**config.mk**
```make
export PLATFORM = sky130hd
export DESIGN_NAME = bounded_ordered_value_list_flat
export DESIGN_NICKNAME = d
export VERILOG_FILES = /design/src/hw/rtl/bovl_pkg.sv /design/src/hw/rtl/bovl_if.sv /design/src/hw/rtl/bovl_ctrl.sv /design/src/hw/rtl/bovl_dp.sv /design/src/hw/rtl/bounded_ordered_value_list.sv /design/src/flat_wrapper.sv
export SDC_FILE = /design/constraint.sdc
export NUM_CORES = 2
export LEC_CHECK = 0
export BUFFER_PORTS_ARGS = -buffer_cell sky130_fd_sc_hd__buf_2
export CELL_PAD_IN_SITES_DETAIL_PLACEMENT = 1
export CELL_PAD_IN_SITES_GLOBAL_PLACEMENT = 2
export CORE_MARGIN = 2
export CORE_UTILIZATION = 30
export CTS_CLUSTER_DIAMETER = 80
export DETAILED_ROUTE_END_ITERATION = 10
export PLACE_DENSITY = 0.48
export SYNTH_ARGS = -nofsm -noshare
export SYNTH_HDL_FRONTEND = slang
export SYNTH_HIERARCHICAL = 1
export SYNTH_SLANG_ARGS = --single-unit
```
**constraint.sdc**
```tcl
create_clock -name clk -period 7.2 [get_ports clk]
set_input_delay 1.44 -clock clk [delete_from_list [all_inputs] [get_ports clk]]
set_output_delay 1.44 -clock clk [all_outputs]
set_load 0.01 [all_outputs]
```
**src/hw/rtl/bovl_pkg.sv**
```systemverilog
`default_nettype none
// ----------------------------------------------------------------------------
// bovl_pkg
// Types, codes and helpers shared by the bounded ordered value list.
// ----------------------------------------------------------------------------
package bovl_pkg;

  localparam int DEPTH       = 32;
  localparam int VALUE_WIDTH = 32;
  localparam int CNT_W       = $clog2(DEPTH + 1);
  localparam int AW          = (DEPTH > 1) ? $clog2(DEPTH) : 1;
  localparam int SUM_W       = ((CNT_W > 8) ? CNT_W : 8) + 2;

  typedef logic [VALUE_WIDTH-1:0]   entry_t;
  typedef logic [CNT_W-1:0]         cnt_t;
  typedef logic [AW-1:0]            addr_t;
  typedef logic signed [SUM_W-1:0]  sum_t;

  typedef enum logic [2:0] {
    OP_INIT   = 3'd0,
    OP_APPEND = 3'd1,
    OP_RMVAL  = 3'd2,
    OP_RMLAST = 3'd3,
    OP_RESIZE = 3'd4,
    OP_READ   = 3'd5
  } op_t;

  typedef enum logic [1:0] {
    STAT_OK   = 2'd0,
    STAT_FULL = 2'd1,
    STAT_NONE = 2'd2,
    STAT_SAT  = 2'd3
  } status_t;

  typedef enum logic [3:0] {
    S_IDLE,
    S_EXEC,
    S_SRCH_RD,
    S_SRCH_CMP,
    S_SH_RD,
    S_SH_WR,
    S_RD_ISSUE,
    S_RD_EMIT,
    S_FIN
  } state_t;

  typedef struct packed {
    logic    in_ready;
    logic    exec_simple;
    logic    idx_clr;
    logic    idx_inc;
    logic    rd_idx;
    logic    rd_idx1;
    logic    wr_shift;
    logic    dec_count;
    logic    set_status;
    status_t status;
    logic    emit_fin;
    logic    emit_entry;
  } cmd_t;

  typedef struct packed {
    logic [2:0] op;
    logic       in_valid;
    logic       idx_lt_count;
    logic       idx1_lt_count;
    logic       match;
    logic       count_zero;
    logic       last_entry;
    logic       out_free;
  } sts_t;

  function automatic entry_t to_entry(logic [31:0] v);
    return entry_t'(v);
  endfunction

  function automatic logic [31:0] to_data(entry_t e);
    logic signed [VALUE_WIDTH-1:0] s;
    s = e;
    return 32'(s);
  endfunction

endpackage
`default_nettype wire

```
**src/hw/rtl/bovl_if.sv**
```systemverilog
`default_nettype none
// ----------------------------------------------------------------------------
// bovl_in_if / bovl_out_if
// Valid/ready channels for operation items and result items.
// ----------------------------------------------------------------------------
interface bovl_in_if;
  logic               valid;
  logic               ready;
  logic [2:0]         operation;
  logic signed [31:0] value;
  logic signed [7:0]  amount;

  modport source (output valid, output operation, output value, output amount,
                  input ready);
  modport sink   (input valid, input operation, input value, input amount,
                  output ready);
endinterface

interface bovl_out_if;
  logic               valid;
  logic               ready;
  logic [1:0]         status;
  logic signed [31:0] data;
  logic               item_valid;
  logic               last;
  logic [5:0]         count_now;
  logic [5:0]         capacity_now;

  modport source (output valid, output status, output data, output item_valid,
                  output last, output count_now, output capacity_now,
                  input ready);
  modport sink   (input valid, input status, input data, input item_valid,
                  input last, input count_now, input capacity_now,
                  output ready);
endinterface
`default_nettype wire

```
**src/hw/rtl/bovl_ctrl.sv**
```systemverilog
`default_nettype none
// ----------------------------------------------------------------------------
// bovl_ctrl
// Sequencer for the list operations: search, compaction and read out walk
// the entry memory one address at a time.
// ----------------------------------------------------------------------------
module bovl_ctrl (
  input  wire logic            clk,
  input  wire logic            rst_n,
  input  wire bovl_pkg::sts_t  sts,
  output bovl_pkg::cmd_t       cmd
);

  bovl_pkg::state_t state_r, state_nxt;

  always_ff @(posedge clk) begin
    if (!rst_n) begin
      state_r <= bovl_pkg::S_IDLE;
    end else begin
      state_r <= state_nxt;
    end
  end

  always_comb begin
    cmd       = '0;
    cmd.status = bovl_pkg::STAT_OK;
    state_nxt = state_r;
    case (state_r)
      bovl_pkg::S_IDLE: begin
        cmd.in_ready = 1'b1;
        if (sts.in_valid) begin
          state_nxt = bovl_pkg::S_EXEC;
        end
      end
      bovl_pkg::S_EXEC: begin
        case (sts.op)
          bovl_pkg::OP_RMVAL: begin
            cmd.idx_clr = 1'b1;
            state_nxt   = bovl_pkg::S_SRCH_RD;
          end
          bovl_pkg::OP_READ: begin
            if (sts.count_zero) begin
              cmd.set_status = 1'b1;
              cmd.status     = bovl_pkg::STAT_NONE;
              state_nxt      = bovl_pkg::S_FIN;
            end else begin
              cmd.idx_clr = 1'b1;
              state_nxt   = bovl_pkg::S_RD_ISSUE;
            end
          end
          default: begin
            cmd.exec_simple = 1'b1;
            state_nxt       = bovl_pkg::S_FIN;
          end
        endcase
      end
      bovl_pkg::S_SRCH_RD: begin
        if (sts.idx_lt_count) begin
          cmd.rd_idx = 1'b1;
          state_nxt  = bovl_pkg::S_SRCH_CMP;
        end else begin
          cmd.set_status = 1'b1;
          cmd.status     = bovl_pkg::STAT_NONE;
          state_nxt      = bovl_pkg::S_FIN;
        end
      end
      bovl_pkg::S_SRCH_CMP: begin
        if (sts.match) begin
          state_nxt = bovl_pkg::S_SH_RD;
        end else begin
          cmd.idx_inc = 1'b1;
          state_nxt   = bovl_pkg::S_SRCH_RD;
        end
      end
      bovl_pkg::S_SH_RD: begin
        if (sts.idx1_lt_count) begin
          cmd.rd_idx1 = 1'b1;
          state_nxt   = bovl_pkg::S_SH_WR;
        end else begin
          cmd.dec_count  = 1'b1;
          cmd.set_status = 1'b1;
          cmd.status     = bovl_pkg::STAT_OK;
          state_nxt      = bovl_pkg::S_FIN;
        end
      end
      bovl_pkg::S_SH_WR: begin
        cmd.wr_shift = 1'b1;
        cmd.idx_inc  = 1'b1;
        state_nxt    = bovl_pkg::S_SH_RD;
      end
      bovl_pkg::S_RD_ISSUE: begin
        cmd.rd_idx = 1'b1;
        state_nxt  = bovl_pkg::S_RD_EMIT;
      end
      bovl_pkg::S_RD_EMIT: begin
        if (sts.out_free) begin
          cmd.emit_entry = 1'b1;
          cmd.idx_inc    = 1'b1;
          state_nxt      = sts.last_entry ? bovl_pkg::S_IDLE : bovl_pkg::S_RD_ISSUE;
        end
      end
      bovl_pkg::S_FIN: begin
        if (sts.out_free) begin
          cmd.emit_fin = 1'b1;
          state_nxt    = bovl_pkg::S_IDLE;
        end
      end
      default: begin
        state_nxt = bovl_pkg::S_IDLE;
      end
    endcase
  end

endmodule
`default_nettype wire

```
**src/hw/rtl/bovl_dp.sv**
```systemverilog
`default_nettype none
// ----------------------------------------------------------------------------
// bovl_dp
// Entry memory, count and capacity registers, walk index and result register.
// ----------------------------------------------------------------------------
module bovl_dp (
  input  wire logic            clk,
  input  wire logic            rst_n,
  input  wire bovl_pkg::cmd_t  cmd,
  output bovl_pkg::sts_t       sts,
  bovl_in_if.sink              in_ch,
  bovl_out_if.source           out_ch
);

  bovl_pkg::entry_t mem [bovl_pkg::DEPTH];
  bovl_pkg::entry_t rdata_r;

  logic [2:0]       op_r;
  bovl_pkg::entry_t val_r;
  logic [7:0]       amt_r;

  bovl_pkg::cnt_t    count_r, count_nxt;
  bovl_pkg::cnt_t    cap_r, cap_nxt;
  bovl_pkg::cnt_t    idx_r, idx_nxt;
  bovl_pkg::status_t status_r, status_nxt;
  bovl_pkg::cnt_t    idx1;

  logic              out_valid_r, out_valid_nxt;
  logic [1:0]        o_status_r;
  logic [31:0]       o_data_r;
  logic              o_item_r;
  logic              o_last_r;
  logic [5:0]        o_count_r;
  logic [5:0]        o_cap_r;

  bovl_pkg::sum_t    want;
  bovl_pkg::cnt_t    sat_cap;
  logic              sat_flag;

  logic              accept;
  logic              we;
  bovl_pkg::addr_t   waddr;
  bovl_pkg::entry_t  wdata;
  logic              re;
  bovl_pkg::addr_t   raddr;

  assign accept = in_ch.valid && cmd.in_ready;
  assign idx1   = idx_r + 1'b1;

  always_comb begin
    if (op_r == bovl_pkg::OP_RESIZE) begin
      want = bovl_pkg::sum_t'($signed(amt_r)) + bovl_pkg::sum_t'({1'b0, cap_r});
    end else begin
      want = bovl_pkg::sum_t'($signed(amt_r));
    end
    if (want < 0) begin
      sat_cap  = '0;
      sat_flag = 1'b1;
    end else if (want > bovl_pkg::sum_t'(bovl_pkg::DEPTH)) begin
      sat_cap  = bovl_pkg::cnt_t'(bovl_pkg::DEPTH);
      sat_flag = 1'b1;
    end else begin
      sat_cap  = bovl_pkg::cnt_t'(want);
      sat_flag = 1'b0;
    end
  end

  always_comb begin
    count_nxt  = count_r;
    cap_nxt    = cap_r;
    status_nxt = status_r;
    idx_nxt    = idx_r;
    we         = 1'b0;
    waddr      = idx_r[bovl_pkg::AW-1:0];
    wdata      = rdata_r;
    if (cmd.exec_simple) begin
      status_nxt = bovl_pkg::STAT_OK;
      case (op_r)
        bovl_pkg::OP_INIT: begin
          count_nxt  = '0;
          cap_nxt    = sat_cap;
          status_nxt = sat_flag ? bovl_pkg::STAT_SAT : bovl_pkg::STAT_OK;
        end
        bovl_pkg::OP_APPEND: begin
          if (count_r < cap_r && count_r < bovl_pkg::cnt_t'(bovl_pkg::DEPTH)) begin
            we        = 1'b1;
            waddr     = count_r[bovl_pkg::AW-1:0];
            wdata     = val_r;
            count_nxt = count_r + 1'b1;
          end else begin
            status_nxt = bovl_pkg::STAT_FULL;
          end
        end
        bovl_pkg::OP_RMLAST: begin
          if (count_r != '0) begin
            count_nxt = count_r - 1'b1;
          end else begin
            status_nxt = bovl_pkg::STAT_NONE;
          end
        end
        bovl_pkg::OP_RESIZE: begin
          cap_nxt    = sat_cap;
          status_nxt = sat_flag ? bovl_pkg::STAT_SAT : bovl_pkg::STAT_OK;
          if (count_r > sat_cap) begin
            count_nxt = sat_cap;
          end
        end
        default: begin
          status_nxt = bovl_pkg::STAT_OK;
        end
      endcase
    end
    if (cmd.wr_shift) begin
      we    = 1'b1;
      waddr = idx_r[bovl_pkg::AW-1:0];
      wdata = rdata_r;
    end
    if (cmd.dec_count) begin
      count_nxt = count_r - 1'b1;
    end
    if (cmd.set_status) begin
      status_nxt = cmd.status;
    end
    if (cmd.idx_clr) begin
      idx_nxt = '0;
    end else if (cmd.idx_inc) begin
      idx_nxt = idx1;
    end
  end

  assign re    = cmd.rd_idx || cmd.rd_idx1;
  assign raddr = cmd.rd_idx1 ? idx1[bovl_pkg::AW-1:0] : idx_r[bovl_pkg::AW-1:0];

  always_ff @(posedge clk) begin
    if (we) begin
      mem[waddr] <= wdata;
    end
    if (re) begin
      rdata_r <= mem[raddr];
    end
  end

  always_ff @(posedge clk) begin
    if (!rst_n) begin
      count_r <= '0;
      cap_r   <= '0;
    end else begin
      count_r <= count_nxt;
      cap_r   <= cap_nxt;
    end
  end

  always_ff @(posedge clk) begin
    idx_r    <= idx_nxt;
    status_r <= status_nxt;
    if (accept) begin
      op_r  <= in_ch.operation;
      val_r <= bovl_pkg::to_entry(in_ch.value);
      amt_r <= in_ch.amount;
    end
  end

  always_comb begin
    out_valid_nxt = out_valid_r;
    if (cmd.emit_fin || cmd.emit_entry) begin
      out_valid_nxt = 1'b1;
    end else if (out_ch.ready) begin
      out_valid_nxt = 1'b0;
    end
  end

  always_ff @(posedge clk) begin
    if (!rst_n) begin
      out_valid_r <= 1'b0;
    end else begin
      out_valid_r <= out_valid_nxt;
    end
  end

  always_ff @(posedge clk) begin
    if (cmd.emit_fin) begin
      o_status_r <= status_r;
      o_data_r   <= '0;
      o_item_r   <= 1'b0;
      o_last_r   <= 1'b1;
      o_count_r  <= 6'(count_r);
      o_cap_r    <= 6'(cap_r);
    end else if (cmd.emit_entry) begin
      o_status_r <= bovl_pkg::STAT_OK;
      o_data_r   <= bovl_pkg::to_data(rdata_r);
      o_item_r   <= 1'b1;
      o_last_r   <= (idx1 == count_r);
      o_count_r  <= 6'(count_r);
      o_cap_r    <= 6'(cap_r);
    end
  end

  assign in_ch.ready         = cmd.in_ready;
  assign out_ch.valid        = out_valid_r;
  assign out_ch.status       = o_status_r;
  assign out_ch.data         = o_data_r;
  assign out_ch.item_valid   = o_item_r;
  assign out_ch.last         = o_last_r;
  assign out_ch.count_now    = o_count_r;
  assign out_ch.capacity_now = o_cap_r;

  assign sts.op            = op_r;
  assign sts.in_valid      = in_ch.valid;
  assign sts.idx_lt_count  = (idx_r < count_r);
  assign sts.idx1_lt_count = (idx1 < count_r);
  assign sts.match         = (rdata_r == val_r);
  assign sts.count_zero    = (count_r == '0);
  assign sts.last_entry    = (idx1 == count_r);
  assign sts.out_free      = !out_valid_r || out_ch.ready;

endmodule
`default_nettype wire

```
**src/hw/rtl/bounded_ordered_value_list.sv**
```systemverilog
`default_nettype none
// ----------------------------------------------------------------------------
// bounded_ordered_value_list
// Ordered list of signed values with run-time capacity: init, append,
// remove by value, remove last, resize and read out.
// ----------------------------------------------------------------------------
//  channel  | dir | fields
//  in_ch    | in  | operation[2:0], value[31:0] s, amount[7:0] s
//  out_ch   | out | status[1:0], data[31:0] s, item_valid, last,
//           |     | count_now[5:0], capacity_now[5:0]
//
//  Init, append, remove last, resize: executed in S_EXEC, result from S_FIN.
//  Remove by value: a read and a compare state per entry searched, then a
//  read and a write state per entry moved up; one entry memory access per
//  cycle with registered read. Read out: one result per entry.
//  Reset clears count and capacity; entry memory is not cleared.
//  A new item is taken while the last result waits in the output register.
// ----------------------------------------------------------------------------
module bounded_ordered_value_list (
  input  wire logic   clk,
  input  wire logic   rst_n,
  bovl_in_if.sink     in_ch,
  bovl_out_if.source  out_ch
);

  bovl_pkg::cmd_t cmd;
  bovl_pkg::sts_t sts;

  bovl_ctrl u_ctrl (
    .clk   (clk),
    .rst_n (rst_n),
    .sts   (sts),
    .cmd   (cmd)
  );

  bovl_dp u_dp (
    .clk    (clk),
    .rst_n  (rst_n),
    .cmd    (cmd),
    .sts    (sts),
    .in_ch  (in_ch),
    .out_ch (out_ch)
  );

endmodule
`default_nettype wire

```
**src/flat_wrapper.sv**
```systemverilog
// flat-port wrapper written by rule: the top's interface ports become plain ports
module bounded_ordered_value_list_flat 
  (clk, rst_n, in_ch_valid, in_ch_operation, in_ch_value, in_ch_amount, in_ch_ready, out_ch_valid, out_ch_status, out_ch_data, out_ch_item_valid, out_ch_last, out_ch_count_now, out_ch_capacity_now, out_ch_ready);
  bovl_in_if in_ch_i ();
  bovl_out_if out_ch_i ();
  input  wire logic clk;
  input  wire logic rst_n;
  input wire logic [$bits(in_ch_i.valid)-1:0] in_ch_valid;
  input wire logic [$bits(in_ch_i.operation)-1:0] in_ch_operation;
  input wire logic [$bits(in_ch_i.value)-1:0] in_ch_value;
  input wire logic [$bits(in_ch_i.amount)-1:0] in_ch_amount;
  output wire logic [$bits(in_ch_i.ready)-1:0] in_ch_ready;
  output wire logic [$bits(out_ch_i.valid)-1:0] out_ch_valid;
  output wire logic [$bits(out_ch_i.status)-1:0] out_ch_status;
  output wire logic [$bits(out_ch_i.data)-1:0] out_ch_data;
  output wire logic [$bits(out_ch_i.item_valid)-1:0] out_ch_item_valid;
  output wire logic [$bits(out_ch_i.last)-1:0] out_ch_last;
  output wire logic [$bits(out_ch_i.count_now)-1:0] out_ch_count_now;
  output wire logic [$bits(out_ch_i.capacity_now)-1:0] out_ch_capacity_now;
  input wire logic [$bits(out_ch_i.ready)-1:0] out_ch_ready;
  assign in_ch_i.valid = in_ch_valid;
  assign in_ch_i.operation = in_ch_operation;
  assign in_ch_i.value = in_ch_value;
  assign in_ch_i.amount = in_ch_amount;
  assign in_ch_ready = in_ch_i.ready;
  assign out_ch_valid = out_ch_i.valid;
  assign out_ch_status = out_ch_i.status;
  assign out_ch_data = out_ch_i.data;
  assign out_ch_item_valid = out_ch_i.item_valid;
  assign out_ch_last = out_ch_i.last;
  assign out_ch_count_now = out_ch_i.count_now;
  assign out_ch_capacity_now = out_ch_i.capacity_now;
  assign out_ch_i.ready = out_ch_ready;
  bounded_ordered_value_list u_core (.clk(clk), .rst_n(rst_n), .in_ch(in_ch_i), .out_ch(out_ch_i));
endmodule
```
==> metrics.md <==
| Metric | Value |
|---|---|
| Status | complete, no violations |
| Htree depth | 4 |
| Number of max-cap violations | 0 |
| Post-CTS Resized | 0 |
| Switch share | 21.3% |
| Num rows | about 140 |
| Largest net degree at the start of global routing | 106 |
| Cell variety after synth | a little over 70 |
| Post-CTS Hold Buffers | 0 |
| Fin nets | 2510 |
| Core area | 154000 sq um |
| Worst min-delay path class | register to register |
| IO Count | 97 |
| RSZ-0062 raised after global routing | no |
| Share of post-route cells with drive strength above 1 | 30.9% |
| M1 WL | ~64000 um |
| CTS root buf | clkbuf_16 |
| Worst path buffer plus inverter count | 2 |
| Period utilization | 80.6% |
| Global-route wire length before repair | about 200000 um |
| Critical Path AT | 6.31 ns |
| Mapped Avg Cell Area | about 21 sq um |
| Area added between synthesis and finish | 17.9% |
| Slowest cell on the critical path | dfxtp_1 |
| Combinational group share of total power | 4.4% |
| Total GRT Usage | ~18% |
| Synth Instances | around 2200 |
| Clock power frac | 46.9% |
| FF+latch count, synth | 1172 |
| Crit path depth | 15 |
| Met3 WL | 5260 um |
| Reg-to-reg slack, setup | roughly 1.4 ns |
| Reg2reg path depth | 15 |
| DR vias/cell | 5.04 |
| Reg-to-Reg Start | u_core/u_dp/idx_r[0]$_SDFFE_PP0P_ |
| Gpl congestion | approximately 0.74 |
| Net Sw Power | 3.26 mW |
| Initial Util | between 30% and 40% |
| Fmax | 0.172 GHz |
| Crit-path max FO | between 50 and 60 |
| WL/cell | 31.0 um |
| Clock Pin Slew Worst Setup and Hold Paths | 0.06 ns |
| First drt pass iteration count | 5 |
| Clock Skews | 0.0268 ns |
| Setup Buffers After CTS | 0 |
| Die area | between 150000 and 200000 sq um |
| Register area share after synthesis | 74.6% |
| CP cell instances | ha_1, ha_1, nor2b_1, o21a_1, o21a_1, o21ai_0, nand2b_1, a21oi_1, and4b_1, xnor2_2, buf_12, buf_4, mux4_2, mux4_2, mux2_2 |
| Worst skew pair latency | approximately 0.77 ns |
| Count of final hold-check violations | 0 |
| Yosys warnings | 6 |
| Initial antenna violation count | 2 |
| Post-synth EDFFs | ~1100 |
| Post-Route WL | about 140000 um |
| PD cells | between 200 and 300 nW/um^2 |
| Worst-Margin Slew | between 1 and 1.5 ns |
| Required @ worst endpoint | 7.70 ns |
| Die Span Y | 397 um |
| DP Wirelength | 78100 um |
| Remaining antenna violation count after routing | 0 |
| CP top delay family | multiplexers |
| HP Start | u_core/u_dp/out_ch.item_valid$_SDFFE_PP0P_ |
| Startpoint Class | register |
| Clock tree buffer depth | 3 |
| # DRC | 0 |
| Routed wire length on met2 | 70500 um |
| Clock sinks | between 1000 and 1500 |
| Mapped Nets | roughly 2300 |
| Count of input and output buffers | 96 |
| Setup TNS | 0 ns |
| Share of power burned in registers | 48.7% |
| Worst vdd ir | 227 uV |
| Total grt overflow | 0 |
| Pleak | 17.8 nW |
| Slew Limit Headroom | 7.94% |
| Die X | ~400 um |
| Top sig layer | met4 |
| Util after Layout | 35.6% |
| Fin. max-slew vios | 0 |
| Worst setup path class | register to register |
| Min-Delay Endpoint | u_core/u_dp/out_ch.item_valid$_SDFFE_PP0P_ |
| Vias in the first global route | about 25000 |
| Ys async rst share | 0% |
| Worst hold stages | 2 |
| CTS tree | done |
| Post-Synthesis Cell Area | around 46000 sq um |
| CTS buffer count | between 100 and 150 |
| Ys flop type | edfxtp_1 |
| Minimum clock period | 5.81 ns |
| Total via count in the routed design | 23100 |
| Crit. End Element | register |
| Setup violators final | 0 |
| Internal | 12.1 mW |
| R2r endpoint | u_core/u_dp/rdata_r[18]$_DFFE_PP_ |
| Crit-path max cell delay | 0.66 ns |
| DRT iter0 DRCs | 2032 |
[metrics by stage]
step | area (sq um) | setup WS, ns | total power [mW] | cells | hold slack [ns]
after floorplan | 46400 | 2.59 | 8.08 | 2231 | 0.456
after global placement | 50100 | 1.38 | 8.28 | 4332 | 0.444
after detailed placement | 50100 | 1.33 | 8.29 | 4332 | 0.451
after CTS | 54700 | 1.30 | 15.5 | 4584 | 0.466
after global routing | 54800 | 0.978 | 15.8 | 4584 | 0.479
final | 54800 | 1.39 | 15.3 | 4586 | 0.460
[worst max path at each step]
stage | from | endpoint | slack [ns]
6_report | u_core/u_dp/idx_r[0]$_SDFFE_PP0P_ | u_core/u_dp/rdata_r[18]$_DFFE_PP_ | 1.39
2_1_floorplan | u_core/u_dp/idx_r[2]$_SDFFE_PP0P_ | u_core/u_dp/rdata_r[0]$_DFFE_PP_ | 2.59
4_1_cts | u_core/u_dp/idx_r[0]$_SDFFE_PP0P_ | u_core/u_dp/rdata_r[18]$_DFFE_PP_ | 1.30
5_1_grt | u_core/u_dp/idx_r[0]$_SDFFE_PP0P_ | u_core/u_dp/rdata_r[18]$_DFFE_PP_ | 0.98
3_3_place_gp | u_core/u_dp/idx_r[0]$_SDFFE_PP0P_ | u_core/u_dp/rdata_r[18]$_DFFE_PP_ | 1.38
3_5_place_dp | u_core/u_dp/idx_r[0]$_SDFFE_PP0P_ | u_core/u_dp/rdata_r[18]$_DFFE_PP_ | 1.33
[cell usage in the layout, fill, tap and decap left out, drive strengths merged, types with 9 or more instances in the layout]
master,Yosys,layout
a21oi,20,20
ha,33,33
nor2b,11,11
nand4,10,10
buf,51,170
inv,19,25
mux2i,36,36
nor3b,13,13
nand2,128,128
nor4,14,14
nand2b,9,9
dfxtp,57,57
xor2,42,42
clkbuf,62,167
mux2,33,33
a31oi,13,13
clkinv,0,59
bufinv,0,18
edfxtp,1115,1115
nand3,19,19
o21ai,14,14
nor3,12,12
mux4,320,320
nor2,96,96
[synth_stat cells, types with 3 or more instances]
| master | instances | area (sq um) |
|---|---|---|
| buf_4 | 4 | 30.0 |
| nor3_1 | 12 | 60.1 |
| buf_2 | 38 | 190 |
| dfxtp_1 | 57 | 1140 |
| o21ai_0 | 14 | 70.1 |
| nor2b_1 | 11 | 68.8 |
| a21o_1 | 7 | 52.6 |
| clkbuf_1 | 62 | 233 |
| a31oi_1 | 13 | 81.3 |
| nor2_1 | 96 | 360 |
| nor3b_1 | 11 | 82.6 |
| and3_1 | 4 | 25.0 |
| edfxtp_1 | 1115 | 33500 |
| a211oi_1 | 4 | 30.0 |
| xor2_1 | 42 | 368 |
| or2_2 | 5 | 31.3 |
| buf_1 | 8 | 30.0 |
| inv_1 | 19 | 71.3 |
| nand4b_1 | 4 | 35.0 |
| nand4_1 | 10 | 62.6 |
| nand3_1 | 19 | 95.1 |
| nor4_1 | 13 | 81.3 |
| and2_1 | 5 | 31.3 |
| o21a_1 | 8 | 60.1 |
| a21oi_1 | 20 | 100 |
| or3_1 | 3 | 18.8 |
| xnor2_1 | 8 | 70.1 |
| nand2_1 | 127 | 477 |
| o21bai_1 | 4 | 30.0 |
| ha_1 | 33 | 413 |
| and4b_1 | 3 | 30.0 |
| nand2b_1 | 9 | 56.3 |
| a32oi_1 | 5 | 43.8 |
| mux4_2 | 320 | 7210 |
| mux2_2 | 33 | 372 |
| nor4b_1 | 4 | 35.0 |
| mux2i_1 | 36 | 360 |
[layer usage]
metal,GRT usage (%),up-vias
li1,-,9659
met1,24.8,12800
met2,30.5,494
met3,2.90,182
met4,4.60,0
met5,0,-
[worst register-to-register path: stages, from the launching register on]
cell,delay (ns)
dfxtp_1,0.66
ha_1,0.39
ha_1,0.31
nor2b_1,0.13
o21a_1,0.16
o21a_1,0.16
o21ai_0,0.17
nand2b_1,0.10
a21oi_1,0.37
and4b_1,0.50
xnor2_2,0.33
buf_12,0.48
buf_4,0.47
mux4_2,0.56
mux4_2,0.49
mux2_2,0.27
[flip-flops by register name, indices dropped and copies added, names as in the netlist]
signal	flops
u_core/u_ctrl/state_r	4
u_core/u_dp/amt_r	8
u_core/u_dp/count_r	6
u_core/u_dp/rdata_r	32
u_core/u_dp/mem	1024
u_core/u_dp/out_ch.count_now	6
u_core/u_dp/out_ch.last	1
u_core/u_dp/status_r	2
u_core/u_dp/idx_r	6
u_core/u_dp/val_r	32
u_core/u_dp/op_r	3
u_core/u_dp/out_ch.item_valid	1
u_core/u_dp/cap_r	6
u_core/u_dp/out_ch.status	2
u_core/u_dp/out_ch.capacity_now	6
u_core/u_dp/out_ch.valid	1
u_core/u_dp/out_ch.data	32
[layout make-up]
class	instances	area (sq um)
fillers	15000	99100
multi-input cells	927	11600
diodes	2	5.00
flip-flops and latches	1172	34600
clock buffers	167	3680
clock inverters	85	977
well taps	2044	2560
inverters	19	71.3
repair buffers	170	1240
[power groups by stage]
stage	registers [mW]	clock network (mW)	logic, mW
finish	7.46	7.19	0.670
global route	7.46	7.62	0.731
CTS	7.46	7.38	0.690
detailed placement	7.60	0	0.688
global placement	7.60	0	0.682
floorplan	7.58	0	0.499
[cells by family (layout without fill, tap and decap cells)]
family / Yosys count / count (layout) / share of synthesized area (%)
flops: 1172 / 1172 / 74.6
mux: 389 / 389 / 17.1
simple gates: 354 / 354 / 3.75
buf+inv: 132 / 441 / 1.22
compound gates: 99 / 99 / 1.49
xor+xnor: 50 / 50 / 0.943
fa+ha+maj: 34 / 34 / 0.932
other cells: 1 / 3 / 0.00808
(Power assumes the default switching activity.)
